### config.mk
export PLATFORM = sky130hd
export DESIGN_NAME = frame_slot_manager
export DESIGN_NICKNAME = d
export VERILOG_FILES = /design/src/design/fsmgr_pkg.sv /design/src/design/frame_slot_manager.sv /design/src/design/fsmgr_core.sv
export SDC_FILE = /design/constraint.sdc
export NUM_CORES = 1
export LEC_CHECK = 0
export ABC_AREA = 1
export ABC_CLOCK_PERIOD_IN_PS = 3300
export BUFFER_PORTS_ARGS = -buffer_cell sky130_fd_sc_hd__buf_2
export CORE_MARGIN = 3
export CORE_UTILIZATION = 53
export DETAILED_ROUTE_END_ITERATION = 10
export PLACE_DENSITY = 0.76
export SLEW_MARGIN = 20
export SYNTH_ARGS = -nofsm -noshare
export SYNTH_HDL_FRONTEND = slang
export SYNTH_SLANG_ARGS = --single-unit
### constraint.sdc
create_clock -name clk_i -period 3.3 [get_ports clk_i]
set_clock_uncertainty 0.2 [all_clocks]
set_input_delay 0.165 -clock clk_i [delete_from_list [all_inputs] [get_ports clk_i]]
set_output_delay 0.165 -clock clk_i [all_outputs]
set_load 0.01 [all_outputs]
### src/design/fsmgr_pkg.sv
// shared types and constants of the frame slot manager
package fsmgr_pkg;

  localparam int unsigned NumSlots = 4;
  localparam int unsigned SlotW    = 2;
  localparam int unsigned CntW     = 3;
  localparam int unsigned DropW    = 32;
  localparam int unsigned InDataW  = 8;
  localparam int unsigned OutDataW = 48;

  typedef enum logic [2:0] {
    OP_ACQ_WRITE,
    OP_ACQ_WRITE_LATEST,
    OP_COMMIT,
    OP_CANCEL,
    OP_ACQ_READ,
    OP_ACQ_NEWEST,
    OP_RELEASE,
    OP_STOP
  } op_e;

  typedef enum logic [1:0] {
    SS_FREE,
    SS_WRITING,
    SS_READY,
    SS_READING
  } slot_state_e;

  typedef enum logic [1:0] {
    RES_OK,
    RES_UNAVAIL,
    RES_STOPPED,
    RES_NOT_OWNED
  } res_e;

  typedef enum logic [2:0] {
    SQ_IDLE,
    SQ_EXEC,
    SQ_SCAN,
    SQ_POP,
    SQ_DONE
  } seq_state_e;

  typedef struct packed {
    res_e                   status;
    logic [SlotW-1:0]       granted;
    logic [CntW-1:0]        occupancy;
    logic [CntW-1:0]        high_water;
    logic [DropW-1:0]       stale_drops;
    logic                   is_stopped;
  } result_t;

endpackage

### src/design/frame_slot_manager.sv
// top level of the frame slot manager: stream ports and output register
//
// Frame slot manager. Commands arrive on the slave stream, one per transfer,
// and each command gives exactly one result transfer on the master stream.
// Slave tdata: operation (3 bits), slot (2 bits), zero fill to 8 bits.
// Master tdata: status, granted_slot, occupancy, high_water, stale_drops,
// is_stopped, from bit 0 up, zero fill to 48 bits.
// From transfer to the next s_axis_tready a command passes a decode step,
// where needed a lowest-free search (up to 4 slots) and a walk over the ring
// entries taken (one for a reclaim or a read, up to 4 for the newest-frame
// drain), and a hand-over of the result once the output register is free.
// The single slot status port of the sequencer makes both go one by one.
// The result shows on m_axis_tvalid in the cycle that s_axis_tready rises
// again. One command is worked on at a time; s_axis_tready is high only
// while the sequencer idles.
// A result waits in the output register while the receiver stalls; the next
// command is still taken and its result is held back until the register
// frees. Reset frees every slot, empties the ring and clears all counters
// and the stop flag; the block is ready right after reset.
module frame_slot_manager (
  input  logic                             clk_i,
  input  logic                             rst_ni,
  input  logic                             s_axis_tvalid_i,
  output logic                             s_axis_tready_o,
  // operation [2:0], slot [4:3]
  input  logic [fsmgr_pkg::InDataW-1:0]    s_axis_tdata_i,
  output logic                             m_axis_tvalid_o,
  input  logic                             m_axis_tready_i,
  // status [1:0], granted_slot [3:2], occupancy [6:4], high_water [9:7],
  // stale_drops [41:10], is_stopped [42]
  output logic [fsmgr_pkg::OutDataW-1:0]   m_axis_tdata_o
);
  import fsmgr_pkg::*;

  logic                 start;
  logic                 idle;
  logic                 res_valid;
  logic                 out_free;
  result_t              res;
  logic                 m_valid_q, m_valid_d;
  logic [OutDataW-1:0]  m_data_q;
  logic [OutDataW-1:0]  res_packed;

  assign start           = s_axis_tvalid_i & idle;
  assign s_axis_tready_o = idle;
  assign out_free        = ~m_valid_q | m_axis_tready_i;

  fsmgr_core u_core (
    .clk_i       (clk_i),
    .rst_ni      (rst_ni),
    .start_i     (start),
    .op_i        (op_e'(s_axis_tdata_i[2:0])),
    .slot_i      (s_axis_tdata_i[4:3]),
    .out_free_i  (out_free),
    .idle_o      (idle),
    .res_valid_o (res_valid),
    .res_o       (res)
  );

  // pack the result fields, lowest field first
  assign res_packed = {5'd0, res.is_stopped, res.stale_drops, res.high_water,
                       res.occupancy, res.granted, res.status};

  // output register valid
  always_comb begin
    m_valid_d = m_valid_q;
    if (res_valid) m_valid_d = 1'b1;
    else if (m_axis_tready_i) m_valid_d = 1'b0;
  end

  always_ff @(posedge clk_i or negedge rst_ni) begin
    if (!rst_ni) begin
      m_valid_q <= 1'b0;
    end else begin
      m_valid_q <= m_valid_d;
    end
  end

  // output register payload
  always_ff @(posedge clk_i) begin
    if (res_valid) m_data_q <= res_packed;
  end

  assign m_axis_tvalid_o = m_valid_q;
  assign m_axis_tdata_o  = m_data_q;

endmodule

### src/design/fsmgr_core.sv
// slot pool state and the sequencer that walks slots and ring entries
module fsmgr_core (
  input  logic                         clk_i,
  input  logic                         rst_ni,
  input  logic                         start_i,
  input  fsmgr_pkg::op_e               op_i,
  input  logic [fsmgr_pkg::SlotW-1:0]  slot_i,
  input  logic                         out_free_i,
  output logic                         idle_o,
  output logic                         res_valid_o,
  output fsmgr_pkg::result_t           res_o
);
  import fsmgr_pkg::*;

  localparam logic [SlotW-1:0] LastSlot = SlotW'(NumSlots - 1);

  seq_state_e        state_q, state_d;
  op_e               op_q, op_d;
  logic [SlotW-1:0]  slot_q, slot_d;
  logic [SlotW-1:0]  scan_q, scan_d;
  slot_state_e       slot_st_q [NumSlots];
  logic [SlotW-1:0]  ring_q [NumSlots];
  logic [SlotW-1:0]  rp_q, rp_d;
  logic [SlotW-1:0]  wp_q, wp_d;
  logic [CntW-1:0]   count_q, count_d;
  logic [CntW-1:0]   peak_q, peak_d;
  logic [DropW-1:0]  drops_q, drops_d;
  logic              stop_q, stop_d;
  res_e              rstat_q, rstat_d;
  logic [SlotW-1:0]  rgrant_q, rgrant_d;

  // single status port: one address per cycle
  logic [SlotW-1:0]  ss_addr;
  slot_state_e       ss_rd;
  logic              ss_we;
  slot_state_e       ss_wdata;
  logic              ring_we;
  logic [SlotW-1:0]  ring_rd;
  logic [DropW-1:0]  drops_inc;
  logic [CntW-1:0]   count_inc;
  logic [SlotW-1:0]  rp_next;
  logic [SlotW-1:0]  wp_next;

  assign ring_rd   = ring_q[rp_q];
  assign drops_inc = (drops_q != '1) ? drops_q + DropW'(1) : drops_q;
  assign count_inc = count_q + CntW'(1);
  assign rp_next   = (rp_q == LastSlot) ? '0 : rp_q + SlotW'(1);
  assign wp_next   = (wp_q == LastSlot) ? '0 : wp_q + SlotW'(1);

  always_comb begin
    unique case (state_q)
      SQ_SCAN: ss_addr = scan_q;
      SQ_POP:  ss_addr = ring_rd;
      default: ss_addr = slot_q;
    endcase
  end
  assign ss_rd = slot_st_q[ss_addr];

  // next state and datapath control
  always_comb begin
    state_d     = state_q;
    op_d        = op_q;
    slot_d      = slot_q;
    scan_d      = scan_q;
    rp_d        = rp_q;
    wp_d        = wp_q;
    count_d     = count_q;
    peak_d      = peak_q;
    drops_d     = drops_q;
    stop_d      = stop_q;
    rstat_d     = rstat_q;
    rgrant_d    = rgrant_q;
    ss_we       = 1'b0;
    ss_wdata    = SS_FREE;
    ring_we     = 1'b0;
    idle_o      = 1'b0;
    res_valid_o = 1'b0;

    unique case (state_q)
      SQ_IDLE: begin
        idle_o = 1'b1;
        if (start_i) begin
          op_d    = op_i;
          slot_d  = slot_i;
          state_d = SQ_EXEC;
        end
      end

      SQ_EXEC: begin
        rstat_d  = RES_OK;
        rgrant_d = '0;
        state_d  = SQ_DONE;
        unique case (op_q)
          OP_ACQ_WRITE, OP_ACQ_WRITE_LATEST: begin
            if (stop_q) begin
              rstat_d = RES_STOPPED;
            end else begin
              scan_d  = '0;
              state_d = SQ_SCAN;
            end
          end
          OP_COMMIT: begin
            if (ss_rd != SS_WRITING) begin
              rstat_d = RES_NOT_OWNED;
            end else begin
              ring_we  = 1'b1;
              wp_d     = wp_next;
              ss_we    = 1'b1;
              ss_wdata = SS_READY;
              count_d  = count_inc;
              if (count_inc > peak_q) peak_d = count_inc;
            end
          end
          OP_CANCEL: begin
            if (ss_rd != SS_WRITING) begin
              rstat_d = RES_NOT_OWNED;
            end else begin
              ss_we    = 1'b1;
              ss_wdata = SS_FREE;
            end
          end
          OP_ACQ_READ: begin
            if (count_q == '0) begin
              rstat_d = stop_q ? RES_STOPPED : RES_UNAVAIL;
            end else begin
              state_d = SQ_POP;
            end
          end
          OP_ACQ_NEWEST: begin
            if (count_q == '0) begin
              rstat_d = RES_UNAVAIL;
            end else begin
              state_d = SQ_POP;
            end
          end
          OP_RELEASE: begin
            if (ss_rd != SS_READING) begin
              rstat_d = RES_NOT_OWNED;
            end else begin
              ss_we    = 1'b1;
              ss_wdata = SS_FREE;
            end
          end
          OP_STOP: begin
            stop_d = 1'b1;
          end
          default: ;
        endcase
      end

      // lowest free slot, one slot per cycle
      SQ_SCAN: begin
        if (ss_rd == SS_FREE) begin
          ss_we    = 1'b1;
          ss_wdata = SS_WRITING;
          rgrant_d = scan_q;
          state_d  = SQ_DONE;
        end else if (scan_q == LastSlot) begin
          if (op_q == OP_ACQ_WRITE_LATEST && count_q != '0) begin
            state_d = SQ_POP;
          end else begin
            rstat_d = RES_UNAVAIL;
            state_d = SQ_DONE;
          end
        end else begin
          scan_d = scan_q + SlotW'(1);
        end
      end

      // take the oldest ring entry, one per cycle
      SQ_POP: begin
        rp_d    = rp_next;
        count_d = count_q - CntW'(1);
        ss_we   = 1'b1;
        if (op_q == OP_ACQ_WRITE_LATEST) begin
          ss_wdata = SS_WRITING;
          drops_d  = drops_inc;
          rgrant_d = ring_rd;
          state_d  = SQ_DONE;
        end else if (op_q == OP_ACQ_NEWEST && count_q != CntW'(1)) begin
          ss_wdata = SS_FREE;
          drops_d  = drops_inc;
        end else begin
          ss_wdata = SS_READING;
          rgrant_d = ring_rd;
          state_d  = SQ_DONE;
        end
      end

      SQ_DONE: begin
        if (out_free_i) begin
          res_valid_o = 1'b1;
          state_d     = SQ_IDLE;
        end
      end

      default: state_d = SQ_IDLE;
    endcase
  end

  // result seen by the output register
  always_comb begin
    res_o.status      = rstat_q;
    res_o.granted     = (rstat_q == RES_OK) ? rgrant_q : '0;
    res_o.occupancy   = count_q;
    res_o.high_water  = peak_q;
    res_o.stale_drops = drops_q;
    res_o.is_stopped  = stop_q;
  end

  // control and pool state
  always_ff @(posedge clk_i or negedge rst_ni) begin
    if (!rst_ni) begin
      state_q <= SQ_IDLE;
      rp_q    <= '0;
      wp_q    <= '0;
      count_q <= '0;
      peak_q  <= '0;
      drops_q <= '0;
      stop_q  <= 1'b0;
      for (int i = 0; i < NumSlots; i++) slot_st_q[i] <= SS_FREE;
    end else begin
      state_q <= state_d;
      rp_q    <= rp_d;
      wp_q    <= wp_d;
      count_q <= count_d;
      peak_q  <= peak_d;
      drops_q <= drops_d;
      stop_q  <= stop_d;
      if (ss_we) slot_st_q[ss_addr] <= ss_wdata;
    end
  end

  // operands, scan index, result and ring entries
  always_ff @(posedge clk_i) begin
    op_q     <= op_d;
    slot_q   <= slot_d;
    scan_q   <= scan_d;
    rstat_q  <= rstat_d;
    rgrant_q <= rgrant_d;
    if (ring_we) ring_q[wp_q] <= slot_q;
  end

endmodule

==> impl_metrics.yaml <==
setup_path:
  cp.depth: 11
  cp_max_fo: 12
  crit_path_end: "u_core.rgrant_q[1]$_SDFFCE_PP0P_"
  critPathRequiredTime_ns: 3.26
  crit_path_end_kind: "flip-flop"
  crit_family: "simple AND/OR/NAND/NOR gates"
  crit_slowest_cell: "nor4_1"
  crit_chain: "inv_2 > nand2_4 > nor2_4 > nand3_2 > nand4_1 > nand2_1 > nand2_2 > nand2_4 > nor2_2 > nor2_1 > nor4_1"
  slowest_delay_ns: 0.46
  r2r-end: "u_core.rgrant_q[1]$_SDFFCE_PP0P_"
  worstReg2RegStart: "u_core.state_q[2]$_DFFE_PN0P_"
  cp.arrival_ns: 2.81
  setup.worst_path.start: "u_core.state_q[2]$_DFFE_PN0P_"
  start_kind: "flip-flop"
  rr_worst_depth: 11
  cpMostUsedCell: "nand2_4"
  critPathKind: "reg2reg"
  cp_num_buf_inv: 1
  r2r_setup_slack_ns: 0.45
floorplanning:
  die_x_um: 109
  core_area_um2: 10000
  dieArea_um2: 11800
  rows: 36
  start_util: 0.558
  die_y_um: 109
  top_level_ports: 62
drt:
  routed_wl_um: 11100
  vias_per_cell: 5.19
  drtIter0Drc: 180
  wl_per_cell_um: 14.3
  drtAntennaViolNets: 0
  firstDrtPassIters: 6
  num_vias: 4015
  drcViolationCount: 0
clock_tree:
  cts_sinks: 117
  clk-insertion-delay-late_ns: 0.52
  clock_path_buffers: 2
  numCtsBuffers: 17
  path_clk_slew_ns: 0.06
  root_buffer: "clkbuf_8"
  cts_tree: "built"
  holdBufCountCts: 8
  postCtsSetupRepairBufs: 0
  cts_resized: 0
  htree_levels: 4
global_route:
  grt_util_all_layers: 0.205
  grt_pass1_wl_um: 18300
  grt_pass1_vias: 3968
  grt_max_degree: 35
  antenna_found_initial: 0
  globalRoute.totalOverflow: 0
placed_design:
  pre_cts_slack_ns: 0.499
  place_inst: 733
  place_congestion: 0.963
  port_buffers: 53
  dpl_cell_area_um2: 5970
  hpwl_um: 7970
power_and_ir_drop:
  pwr-share-comb: 0.241
  powerDensity_nw_per_um2: 729
  internal-power_mw: 3.18
  seqPwrFrac: 0.427
  p_clk_frac: 0.332
  switchingPower_mw: 1.62
  p_leak_nw: 2.97
  ir_drop_uv: 359
  swShare: 0.337
  power_mw: 4.80
synthesis:
  synth_top_cell_area_share: 0.334
  ys_async_sr_fraction: 0.470
  synthCells: 550
  synthFlopType: "edfxtp_1"
  yosysUniqueCellTypes: 41
  synthTopCellsByArea: "edfxtp_1 33%, dfrtp_1 25%, nand2_1 8.5%"
  syn_area_um2: 5580
  synth-seq-cells: 117
  synth_edf_count: 62
  yosys.area.top_type: "edfxtp_1"
  ys.warnings.count: 0
  yosysSeqAreaShare: 0.580
  syn_avg_cell_area_um2: 10.1
cells_and_area:
  final_area_um2: 6580
  post-route-util: 0.658
  final_nets: 653
  mostFrequentLayoutCells: "126 x nand2_1, 62 x edfxtp_1, 59 x inv_1"
  final_cell_count_no_fill: 773
  layout_commonest_cell: "nand2_1"
  drive_gt1_frac: 0.205
  syn_to_final_growth_pct: 17.9
  num_antenna_cells: 0
run:
  cap_violations: 0
timing:
  fmax_mhz: 351
  grt_setup_unrepaired: "no"
  min_period_ns: 2.85
  hold_slack_ns: 0.0780
  tns_ns: 0
  tightestPinTransition_ns: 0.816
  timing.slew.headroom: 0.456
  hold_viol_final: 0
  finalCritPeriodShare: 0.863
  drv_slew: 0
  setup_slack_ns: 0.453
  setup_viol: 0
min_path:
  hp-class: "in2async"
status:
  outcome: "completed"
[worst register-to-register path: cells and delay by family (launching register included)]
family | cells | cell delay [ns]
buffers and inverters | 1 | 0.11
DFF | 1 | 0.43
and+or+nand+nor | 10 | 1.75
[power groups by stage]
| stage | logic [mW] | clock network (mW) | registers (mW) |
|---|---|---|---|
| global placement | 1.09 | 0 | 2.06 |
| CTS | 1.16 | 1.62 | 2.05 |
| floorplan | 0.783 | 0 | 2.10 |
| global route | 1.31 | 1.69 | 2.08 |
| detailed placement | 1.15 | 0 | 2.07 |
| finish | 1.16 | 1.59 | 2.05 |
[routing by layer]
layer / part of all wire / global-route usage
met1: 0.39 / 0.224
met2: 0.53 / 0.377
met3: 0.048 / 0.0474
met4: 0.029 / 0.0956
met5: 0 / 0
[cells in the mapped netlist (2+ instances only)]
master / n
xnor2_1: 8
nand2_2: 10
nand2_1: 126
inv_1: 59
nand3_1: 26
nand2_4: 4
inv_4: 2
inv_2: 7
nor3b_1: 2
nor2_1: 49
o22ai_1: 2
xor2_1: 26
a21oi_1: 8
dfrtp_1: 55
buf_6: 3
ha_1: 14
nor2_4: 4
a211oi_1: 2
nand4_1: 13
o21ai_1: 6
nand3_2: 3
nor4_1: 3
o21ai_0: 9
buf_4: 5
a31oi_1: 2
nor2_2: 6
edfxtp_1: 62
nor3_1: 21
[area by class of cell]
cell class / instances / area (µm²)
multi-input combinational: 359 / 2020
sequential: 117 / 3240
clock buffer: 17 / 414
tap: 133 / 166
timing repair buffer: 63 / 360
inverter: 69 / 269
clock inverter: 15 / 111
fill: 785 / 3420
[state kept, by name, indices dropped and copies added (netlist names)]
signal            flops
u_core.peak_q         3
u_core.count_q        3
u_core.rstat_q        2
u_core.drops_q       32
u_core.op_q           3
u_core.state_q        3
u_core.rgrant_q       2
u_core.wp_q           2
u_core.stop_q         1
u_core.slot_st_q      8
u_core.slot_q         2
u_core.ring_q         8
u_core.scan_q         2
m_axis_tdata_o       43
m_axis_tvalid_o       1
u_core.rp_q           2
[how the worst min path moves through the flow]
stage	start	to	depth (start not counted)
floorplan	rst_ni	m_axis_tvalid_o$_DFFE_PN0P_	0
global placement	rst_ni	u_core.drops_q[5]$_DFFE_PN0P_	1
detailed placement	rst_ni	u_core.drops_q[5]$_DFFE_PN0P_	1
CTS	rst_ni	u_core.drops_q[5]$_DFFE_PN0P_	2
global route	rst_ni	u_core.drops_q[5]$_DFFE_PN0P_	2
finish	rst_ni	u_core.drops_q[5]$_DFFE_PN0P_	2
[cells by family (layout without fill, tap and decap cells)]
family | Yosys count | count (layout) | synth area share
adders and majority gates | 14 | 14 | 0.0314
other | 1 | 5 | 0.000672
buffers and inverters | 78 | 164 | 0.0619
and+or+nand+nor | 272 | 272 | 0.235
xor gates and xnor gates | 34 | 34 | 0.0534
DFF | 117 | 117 | 0.580
AOI/OAI and AO/OA | 34 | 34 | 0.0374
Note: power is estimated with default switching activity, not from simulation.
